==> src/sv/jdc_pkg.sv <==
// Shared constants, types and lookup functions for the Julian day to calendar
// date converter. No dependencies; every design file imports this package.
package jdc_pkg;

  // Pipeline depth and the stage that each part of the work occupies.
  localparam int STAGES       = 8;
  localparam int ST_GREG_MUL  = 0;
  localparam int ST_GREG_FIX  = 1;
  localparam int ST_YEAR_MUL  = 2;
  localparam int ST_YEAR_FIX  = 3;
  localparam int ST_DAY_OFS   = 4;
  localparam int ST_MON_MUL   = 5;
  localparam int ST_MON_FIX   = 6;
  localparam int ST_OUT       = 7;
  localparam int ST_HOUR      = 0;
  localparam int ST_MINUTE    = 1;
  localparam int ST_SECOND    = 2;

  localparam int DAY_W  = 22;
  localparam int FRAC_W = 32;
  localparam int JJ_W   = 23;
  localparam int K_W    = 14;
  localparam int D_W    = 9;

  // Calendar switch and Gregorian century correction.
  localparam logic [DAY_W-1:0] SWITCH_DAY  = 22'd2299161;
  // 2268993 minus the ten-day shift that is applied first.
  localparam logic [DAY_W-1:0] CENTURY_OFS = 22'd2268983;
  // 36524.25 days per century, as 4 * x / 146097.
  localparam logic [17:0]      CENT_DIV    = 18'd146097;
  localparam logic [5:0]       CENT_RECIP  = 6'd57;      // floor(2^23 / 146097)
  localparam int               CENT_SHIFT  = 23;

  // 365.25 days per year, as 4 * x / 1461.
  localparam logic [10:0]      YEAR_DIV    = 11'd1461;
  localparam logic [14:0]      YEAR_RECIP  = 15'd22966;  // floor(2^25 / 1461)
  localparam int               YEAR_SHIFT  = 25;
  localparam logic [12:0]      YEAR_BASE   = 13'd4712;
  localparam logic [D_W-1:0]   MARCH_OFS   = 9'd59;

  // 30.61 days per month, as 100 * x / 3061.
  localparam logic [11:0]      MON_DIV     = 12'd3061;
  localparam logic [4:0]       MON_RECIP   = 5'd21;      // floor(2^16 / 3061)
  localparam int               MON_SHIFT   = 16;
  localparam logic [9:0]       MON_BIAS    = 10'd64;
  localparam logic [6:0]       MON_SCALE   = 7'd100;
  localparam logic [4:0]       MONTHS      = 5'd12;

  // Gregorian correction results handed from the first stages onward.
  typedef struct packed {
    logic [DAY_W-1:0] j;
    logic             greg;
    logic [5:0]       a;
  } jdc_greg_t;

  // Day offset in the March-based year and the reported year.
  typedef struct packed {
    logic [D_W-1:0] d;
    logic [12:0]    year;
  } jdc_date_t;

  // floor(30.61 * q), the day count up to the start of month index q.
  function automatic logic [9:0] month_start(input logic [4:0] q);
    logic [9:0] v;
    unique case (q)
      5'd0:  v = 10'd0;
      5'd1:  v = 10'd30;
      5'd2:  v = 10'd61;
      5'd3:  v = 10'd91;
      5'd4:  v = 10'd122;
      5'd5:  v = 10'd153;
      5'd6:  v = 10'd183;
      5'd7:  v = 10'd214;
      5'd8:  v = 10'd244;
      5'd9:  v = 10'd275;
      5'd10: v = 10'd306;
      5'd11: v = 10'd336;
      5'd12: v = 10'd367;
      5'd13: v = 10'd397;
      5'd14: v = 10'd428;
      5'd15: v = 10'd459;
      5'd16: v = 10'd489;
      5'd17: v = 10'd520;
      5'd18: v = 10'd550;
      5'd19: v = 10'd581;
      5'd20: v = 10'd612;
      5'd21: v = 10'd642;
      5'd22: v = 10'd673;
      5'd23: v = 10'd704;
      5'd24: v = 10'd734;
      5'd25: v = 10'd765;
      5'd26: v = 10'd795;
      5'd27: v = 10'd826;
      5'd28: v = 10'd857;
      5'd29: v = 10'd887;
      5'd30: v = 10'd918;
      5'd31: v = 10'd948;
      default: v = 10'd0;
    endcase
    return v;
  endfunction

endpackage

==> src/sv/jdc_greg.sv <==
// Gregorian century correction, pipeline stages 0 and 1.
// Depends on jdc_pkg.
module jdc_greg (
  input  logic                        clk,
  input  logic [jdc_pkg::STAGES-1:0]  en,
  input  logic [jdc_pkg::DAY_W-1:0]   day_number,
  output jdc_pkg::jdc_greg_t          greg_o
);
  import jdc_pkg::*;

  logic [DAY_W-1:0] j_r0;
  logic             greg_r0;
  logic [22:0]      xa_r0;
  logic [28:0]      pa_r0;

  logic             greg_nxt;
  logic [22:0]      xa_nxt;
  logic [5:0]       qa;
  logic [23:0]      ra;
  logic [5:0]       a_nxt;

  jdc_greg_t        greg_r1;

  always_comb begin
    greg_nxt = (day_number >= SWITCH_DAY);
    xa_nxt   = greg_nxt ? {1'b0, day_number - CENTURY_OFS} << 2 : 23'd0;
  end

  always_ff @(posedge clk) begin
    if (en[ST_GREG_MUL]) begin
      j_r0    <= day_number;
      greg_r0 <= greg_nxt;
      xa_r0   <= xa_nxt;
      pa_r0   <= xa_nxt * CENT_RECIP;
    end
  end

  // The reciprocal estimate is low by at most one; one compare corrects it.
  always_comb begin
    qa    = pa_r0[28:CENT_SHIFT];
    ra    = {1'b0, xa_r0} - 24'(qa) * 24'(CENT_DIV);
    a_nxt = (ra >= {6'd0, CENT_DIV}) ? qa + 6'd1 : qa;
  end

  always_ff @(posedge clk) begin
    if (en[ST_GREG_FIX]) begin
      greg_r1.j    <= j_r0;
      greg_r1.greg <= greg_r0;
      greg_r1.a    <= a_nxt;
    end
  end

  assign greg_o = greg_r1;

endmodule

==> src/sv/jdc_year.sv <==
// Year estimate and day offset within the March-based year, stages 2 to 4.
// Depends on jdc_pkg.
module jdc_year (
  input  logic                        clk,
  input  logic [jdc_pkg::STAGES-1:0]  en,
  input  jdc_pkg::jdc_greg_t          greg_i,
  output jdc_pkg::jdc_date_t          date_o
);
  import jdc_pkg::*;

  logic [JJ_W-1:0] jj_nxt;
  logic [6:0]      a_corr;
  logic [JJ_W-1:0] jj_r2;
  logic [39:0]     pk_r2;

  logic [24:0]     xk;
  logic [14:0]     qk;
  logic [25:0]     rk;
  logic [K_W-1:0]  k_nxt;
  logic [K_W-1:0]  k_r3;
  logic [JJ_W-1:0] jj_r3;

  logic signed [26:0] prod;
  logic signed [26:0] jj_s;
  logic signed [26:0] d0;
  logic signed [26:0] d1;
  logic [D_W-1:0]     d_nxt;
  jdc_date_t          date_r4;

  always_comb begin
    a_corr = ({1'b0, greg_i.a} + 7'd3) >> 2;
    if (greg_i.greg) begin
      jj_nxt = {1'b0, greg_i.j} + 23'd10 + {17'd0, greg_i.a} - {16'd0, a_corr};
    end else begin
      jj_nxt = {1'b0, greg_i.j};
    end
  end

  always_ff @(posedge clk) begin
    if (en[ST_YEAR_MUL]) begin
      jj_r2 <= jj_nxt;
      pk_r2 <= {jj_nxt, 2'b00} * YEAR_RECIP;
    end
  end

  always_comb begin
    xk    = {jj_r2, 2'b00};
    qk    = pk_r2[39:YEAR_SHIFT];
    rk    = {1'b0, xk} - 26'(qk) * 26'(YEAR_DIV);
    k_nxt = (rk >= {15'd0, YEAR_DIV}) ? qk[K_W-1:0] + 14'd1 : qk[K_W-1:0];
  end

  always_ff @(posedge clk) begin
    if (en[ST_YEAR_FIX]) begin
      k_r3  <= k_nxt;
      jj_r3 <= jj_r2;
    end
  end

  // A day before 1 March of the estimated year is counted from the year
  // start before it; the arithmetic shift gives the floor for k equal to 0.
  always_comb begin
    prod  = signed'(27'(k_r3) * 27'(YEAR_DIV));
    jj_s  = signed'({4'd0, jj_r3});
    d0    = jj_s - (prod >>> 2) - 27'sd1;
    d1    = jj_s - ((prod - 27'sd1461) >>> 2) - 27'sd1;
    d_nxt = (d0 < 27'sd59) ? d1[D_W-1:0] : d0[D_W-1:0];
  end

  always_ff @(posedge clk) begin
    if (en[ST_DAY_OFS]) begin
      date_r4.d    <= d_nxt;
      date_r4.year <= k_r3[12:0] - YEAR_BASE;
    end
  end

  assign date_o = date_r4;

endmodule

==> src/sv/jdc_month.sv <==
// Month and day of month from the day offset, stages 5 to 7.
// Depends on jdc_pkg.
module jdc_month (
  input  logic                        clk,
  input  logic [jdc_pkg::STAGES-1:0]  en,
  input  jdc_pkg::jdc_date_t          date_i,
  output logic [12:0]                 cal_year,
  output logic [3:0]                  cal_month,
  output logic [4:0]                  cal_day
);
  import jdc_pkg::*;

  logic [15:0]    xm_nxt;
  logic [15:0]    xm_r5;
  logic [20:0]    pm_r5;
  logic [D_W-1:0] d_r5;
  logic [12:0]    year_r5;

  logic [4:0]     qm;
  logic [16:0]    rm;
  logic [4:0]     q_nxt;
  logic [4:0]     q_r6;
  logic [D_W-1:0] d_r6;
  logic [12:0]    year_r6;

  logic [4:0]     m;
  logic [4:0]     month_nxt;
  logic [9:0]     day_nxt;
  logic [12:0]    year_r7;
  logic [3:0]     month_r7;
  logic [4:0]     day_r7;

  always_comb begin
    xm_nxt = 16'({1'b0, date_i.d} + MON_BIAS) * 16'(MON_SCALE);
  end

  always_ff @(posedge clk) begin
    if (en[ST_MON_MUL]) begin
      xm_r5   <= xm_nxt;
      pm_r5   <= xm_nxt * MON_RECIP;
      d_r5    <= date_i.d;
      year_r5 <= date_i.year;
    end
  end

  always_comb begin
    qm    = pm_r5[20:MON_SHIFT];
    rm    = {1'b0, xm_r5} - 17'(qm) * 17'(MON_DIV);
    q_nxt = (rm >= {5'd0, MON_DIV}) ? qm + 5'd1 : qm;
  end

  always_ff @(posedge clk) begin
    if (en[ST_MON_FIX]) begin
      q_r6    <= q_nxt;
      d_r6    <= d_r5;
      year_r6 <= year_r5;
    end
  end

  // Month indexes 13 and 14 fold back to January and February.
  always_comb begin
    m         = q_r6 - 5'd1;
    month_nxt = (m > MONTHS) ? m - MONTHS : m;
    day_nxt   = {1'b0, d_r6} + MON_BIAS - month_start(q_r6);
  end

  always_ff @(posedge clk) begin
    if (en[ST_OUT]) begin
      year_r7  <= year_r6;
      month_r7 <= month_nxt[3:0];
      day_r7   <= day_nxt[4:0];
    end
  end

  assign cal_year  = year_r7;
  assign cal_month = month_r7;
  assign cal_day   = day_r7;

endmodule

==> src/sv/jdc_clock.sv <==
// Time of day from the day fraction: hour, minute and second in stages 0
// to 2, then carried along to the output stage. Depends on jdc_pkg.
module jdc_clock (
  input  logic                        clk,
  input  logic [jdc_pkg::STAGES-1:0]  en,
  input  logic [jdc_pkg::FRAC_W-1:0]  day_fraction,
  output logic [4:0]                  clock_hour,
  output logic [5:0]                  clock_minute,
  output logic [5:0]                  clock_second
);
  import jdc_pkg::*;

  logic [36:0]       t1;
  logic [37:0]       t2;
  logic [37:0]       t3;
  logic [FRAC_W-1:0] frac1_r;
  logic [FRAC_W-1:0] frac2_r;

  logic [4:0] hour_r   [ST_HOUR:STAGES-1];
  logic [5:0] minute_r [ST_MINUTE:STAGES-1];
  logic [5:0] second_r [ST_SECOND:STAGES-1];

  always_comb begin
    t1 = day_fraction * 5'd24;
    t2 = frac1_r * 6'd60;
    t3 = frac2_r * 6'd60;
  end

  always_ff @(posedge clk) begin
    if (en[ST_HOUR]) begin
      hour_r[ST_HOUR] <= t1[36:32];
      frac1_r         <= t1[31:0];
    end
    if (en[ST_MINUTE]) begin
      minute_r[ST_MINUTE] <= t2[37:32];
      frac2_r             <= t2[31:0];
    end
    if (en[ST_SECOND]) begin
      second_r[ST_SECOND] <= t3[37:32];
    end
    for (int i = ST_HOUR + 1; i < STAGES; i++) begin
      if (en[i]) hour_r[i] <= hour_r[i-1];
    end
    for (int i = ST_MINUTE + 1; i < STAGES; i++) begin
      if (en[i]) minute_r[i] <= minute_r[i-1];
    end
    for (int i = ST_SECOND + 1; i < STAGES; i++) begin
      if (en[i]) second_r[i] <= second_r[i-1];
    end
  end

  assign clock_hour   = hour_r[STAGES-1];
  assign clock_minute = minute_r[STAGES-1];
  assign clock_second = second_r[STAGES-1];

endmodule

==> src/sv/julian_day_to_calendar_date_unit.sv <==
// Top level of the Julian day to calendar date converter: stage valid bits,
// stall control and the four datapath parts. Depends on jdc_pkg.
//
//   Channel  Handshake            Payload
//   in       in_valid/in_ready    in_day_number[21:0], in_day_fraction[31:0]
//   out      out_valid/out_ready  out_cal_year[12:0], out_cal_month[3:0],
//                                 out_cal_day[4:0], out_clock_hour[4:0],
//                                 out_clock_minute[5:0], out_clock_second[5:0]
//
// One transaction can enter every cycle while the output side does not stall.
// Each passes in order through the multiply and correction stages of the
// century and year reciprocal divisions, the day offset stage, the multiply
// and correction stages of the month division and the output register.
// Reset (rst_n low, synchronous) clears only the stage valid bits. A stage
// holds its contents while the stage after it is full and stalled, so a
// stalled output lets bubbles further up close and new transactions keep
// entering until every stage is occupied.
module julian_day_to_calendar_date_unit (
  input  logic        clk,
  input  logic        rst_n,
  input  logic        in_valid,
  output logic        in_ready,
  input  logic [21:0] in_day_number,
  input  logic [31:0] in_day_fraction,
  output logic        out_valid,
  input  logic        out_ready,
  output logic [12:0] out_cal_year,
  output logic [3:0]  out_cal_month,
  output logic [4:0]  out_cal_day,
  output logic [4:0]  out_clock_hour,
  output logic [5:0]  out_clock_minute,
  output logic [5:0]  out_clock_second
);
  import jdc_pkg::*;

  logic [STAGES-1:0] valid_r;
  logic [STAGES-1:0] up_valid;
  logic [STAGES:0]   rdy;
  logic [STAGES-1:0] en;

  jdc_greg_t greg;
  jdc_date_t date;

  // A stage may load when it is empty or when its own content moves on.
  always_comb begin
    rdy[STAGES] = out_ready;
    for (int i = STAGES - 1; i >= 0; i--) begin
      rdy[i] = !valid_r[i] || rdy[i+1];
    end
  end

  assign en       = rdy[STAGES-1:0];
  assign up_valid = {valid_r[STAGES-2:0], in_valid};

  always_ff @(posedge clk) begin
    if (!rst_n) begin
      valid_r <= '0;
    end else begin
      for (int i = 0; i < STAGES; i++) begin
        if (rdy[i]) valid_r[i] <= up_valid[i];
      end
    end
  end

  assign in_ready  = rdy[0];
  assign out_valid = valid_r[STAGES-1];

  jdc_greg u_greg (
    .clk        (clk),
    .en         (en),
    .day_number (in_day_number),
    .greg_o     (greg)
  );

  jdc_year u_year (
    .clk    (clk),
    .en     (en),
    .greg_i (greg),
    .date_o (date)
  );

  jdc_month u_month (
    .clk       (clk),
    .en        (en),
    .date_i    (date),
    .cal_year  (out_cal_year),
    .cal_month (out_cal_month),
    .cal_day   (out_cal_day)
  );

  jdc_clock u_clock (
    .clk          (clk),
    .en           (en),
    .day_fraction (in_day_fraction),
    .clock_hour   (out_clock_hour),
    .clock_minute (out_clock_minute),
    .clock_second (out_clock_second)
  );

endmodule

==> config.mk <==
export PLATFORM = sky130hd
export DESIGN_NAME = julian_day_to_calendar_date_unit
export DESIGN_NICKNAME = d
export VERILOG_FILES = /design/src/sv/jdc_pkg.sv /design/src/sv/jdc_greg.sv /design/src/sv/jdc_year.sv /design/src/sv/jdc_month.sv /design/src/sv/jdc_clock.sv /design/src/sv/julian_day_to_calendar_date_unit.sv
export SDC_FILE = /design/constraint.sdc
export NUM_CORES = 2
export LEC_CHECK = 0
export BUFFER_PORTS_ARGS = -buffer_cell sky130_fd_sc_hd__buf_2
export CAP_MARGIN = 30
export CORE_UTILIZATION = 25
export DETAILED_ROUTE_END_ITERATION = 12
export MAX_ROUTING_LAYER = met4
export PLACE_DENSITY_LB_ADDON = 0.05
export REMOVE_ABC_BUFFERS = 1
export SLEW_MARGIN = 20
export SYNTH_ARGS = -nofsm -noshare
export SYNTH_HDL_FRONTEND = slang
export SYNTH_SLANG_ARGS = --single-unit
==> constraint.sdc <==
create_clock -name clk -period 17.3 [get_ports clk]
set_input_delay 0 -clock clk [delete_from_list [all_inputs] [get_ports clk]]
set_output_delay 0 -clock clk [all_outputs]
set_load 0.01 [all_outputs]
==> results.toml <==
[timing]
slew_headroom_pct = 36.78
fin_crit_ps = 11200
drv_slew = 0
hold_violations = 0
setup_viol = 0
rsz0062_at_grt = "false"
fmax_mhz = 89.26
worstMarginPinSlew_ps = 948.3
min_period_over_period_pct = 64.76
setup_tns_ps = 0
fin_worst_skew_ps = 40.75

[critical_path]
start_kind = "flip-flop"
crit_fanout = 6
ff2ff_setup_slack_ps = 6100
worstPathRequired_ps = 17730
critPathKind = "flip-flop to flip-flop"
path_common_cell = "fa_1"
crit_arrival_ps = 11630
cpPeakStageDelay_ps = 610
crit_path_end_kind = "flip-flop"
cp_slowest_cell = "fa_1"

[detailed_routing]
routedWlPerCell_um = 16.26
route.detailed.drc = 0
vias = 28564
via_per_inst = 4.223
ant_nets = 0
drt_wl_total_mm = 110.0
first_iter_violations = 964
drt_pass1_iterations = 5

[global_routing]
grt_max_degree = 69
grt_pass1_vias = 30427
grt-ovfl-total = 0
grt_pass1_wl_mm = 175.3
grt_usage_pct = 12.48
antenna_found_initial = 1

[yosys]
synth_warnings = 0
yosysSeqAreaShare_pct = 28.92
synth_seq_cells = 442
syn_inst = 4109
synth_cell_type_count = 93
synthesis.area_mm2 = 0.04545
ys.flop_type = "edfxtp_1"
syn_area_per_cell_um2 = 11.06
synth_edf_count = 429
async_reset_ff_share_pct = 0

[floorplanning]
boundaryPins = 99
die_x_um = 428.4
rows = 156
dieArea_mm2 = 0.1835
die_h_um = 428.4
initial_core_util_pct = 25.15
placeableCoreArea_mm2 = 0.1807

[placed_design]
port_buffers = 98
dp_hpwl_mm = 92.09
placed_cells = 6568
gp_congestion = 0.7632

[flow_run]
maxCapViolations = 0

[finish]
drive_gt1_share_pct = 6.055
syn2layout_area_growth_pct = 13.96
layoutNonFillerInstCount = 6764
fin_nets = 5617
num-fill-cells = 18874

[clock_network]
cts_buffer_depth = 3
cts_buffers = 58
clk_latency_ps = 680
htreeDepth = 2
post_cts_resize_count = 0
clock_sinks = 442
cts_tree = "yes"
clk_pin_slew_ps = 60
root_buffer = "clkbuf_16"

[run_status]
outcome = "completed"

[min_path]
min_path_type = "input port to flip-flop"
[kinds of logic after synthesis]
| group | share of synthesized area, % |
|---|---|
| buffers and inverters | 7.303 |
| multiplexers | 1.206 |
| XOR/XNOR | 4.716 |
| AO/OA/AOI/OAI | 9.519 |
| adder cells (fa/ha/maj) | 41.45 |
| AND/OR/NAND/NOR | 6.890 |
| flip-flops | 28.92 |
[cells in the mapped netlist, drive strengths merged, types with 14 or more instances]
| cell | number | share of area (%) |
|---|---|---|
| a211oi | 28 | 0.46 |
| a21o | 72 | 1.2 |
| a21oi | 191 | 2.1 |
| a31oi | 20 | 0.31 |
| and2 | 22 | 0.31 |
| and3 | 21 | 0.29 |
| buf | 25 | 0.38 |
| edfxtp | 429 | 28 |
| fa | 485 | 21 |
| ha | 729 | 20 |
| inv | 827 | 6.8 |
| mux2 | 15 | 0.38 |
| mux2i | 35 | 0.83 |
| nand2 | 144 | 1.2 |
| nand2b | 31 | 0.43 |
| nand3 | 50 | 0.55 |
| nand4 | 23 | 0.33 |
| nor2 | 172 | 1.4 |
| nor2b | 34 | 0.47 |
| nor3 | 75 | 0.85 |
| o211ai | 23 | 0.39 |
| o21a | 55 | 0.91 |
| o21ai | 126 | 1.4 |
| o21bai | 31 | 0.51 |
| o31ai | 14 | 0.23 |
| or3 | 20 | 0.29 |
| xnor2 | 160 | 3.1 |
| xor2 | 83 | 1.6 |
[metrics by stage]
stage               instance area (um^2)  util, %  hold slack (ps)  setup slack (ps)
CTS                                51780    28.65           0.1077              5873
finish                             51800    28.66            21.29              6097
floorplan                          45240        -            98.87              7336
global placement                   48900    27.05            212.3              6072
global route                       51800    28.66            30.26              5153
detailed placement                 48900    27.06            211.5              5921
[worst max-delay path, delay by kind of cell (launching register included)]
kind | cells | cell delay [ps]
AOI/OAI and AO/OA | 18 | 4460
adders and majority gates | 9 | 3910
and+or+nand+nor | 4 | 710
buffers and inverters | 5 | 540
muxes | 1 | 530
DFF | 1 | 410
xor gates and xnor gates | 3 | 370
[worst paths after layout]
| check | startpoint | to | cells after the start |
|---|---|---|---|
| setup / recovery | u_greg.greg_o[2] | u_year.pk_r2[38] | 40 |
| setup reg to reg | u_greg.greg_o[2] | u_year.pk_r2[38] | 40 |
| hold reg to reg | u_clock.minute_r[1][1] | u_clock.minute_r[1][7] | 0 |
| hold / removal | in_day_fraction[22] | u_clock.frac1_r[26] | 3 |
[cells in the final DEF (no fill, tap or decap), types with 72 or more instances in the layout]
cell type,instances
nand2_1,141
nor2_1,172
fa_1,485
xor2_1,82
nor3_1,74
ha_1,729
buf_2,99
xnor2_1,159
inv_1,822
a21o_1,72
edfxtp_1,429
o21ai_0,117
dlygate4sd3_1,86
a21oi_1,189
[registers in the layout, indices dropped and copies added, names as in the netlist, 11 cells and up, named ones only]
signal            flops
u_clock.frac1_r      29
u_clock.frac2_r      27
u_clock.hour_r       40
u_clock.minute_r     42
u_clock.second_r     36
u_greg.greg_o        29
u_greg.j_r0          22
u_greg.xa_r0         18
u_month.cal_year     13
u_month.xm_r5        11
u_month.year_r5      13
u_month.year_r6      13
u_year.date_o        22
u_year.jj_r2         23
u_year.jj_r3         23
u_year.k_r3          14
u_year.pk_r2         15
[metal layers]
metal | global-route usage (%) | vias to the layer above | wire length (um)
li1 | - | 14442 | -
met1 | 16.52 | 13840 | 53340
met2 | 20.83 | 191 | 53010
met3 | 1.296 | 91 | 2146
met4 | 2.105 | 0 | 1511
met5 | - | - | 0
[timing repair]
item,CTS,global route
buffers inserted,0,0
hold buffers,86,0
endpoints found under the setup margin,0,0
endpoints found under the hold margin,84,0
[cell type report]
| cell class | instances | area, um^2 | area share (%) |
|---|---|---|---|
| Inverter | 828 | 3108 | 6.000 |
| Clock buffer | 63 | 1470 | 2.838 |
| Timing Repair Buffer | 211 | 1559 | 3.010 |
| Antenna cell | 1 | 2.502 | 0.004831 |
| Multi-Input combinational cell | 2804 | 29000 | 56.00 |
| Tap cell | 2370 | 2965 | 5.725 |
| Sequential cell | 442 | 13140 | 25.37 |
| Clock inverter | 45 | 545.5 | 1.053 |
Power is left out: the tool's default activity adds up to more than one toggle a clock period on the data nets, which glitch-free logic cannot reach.
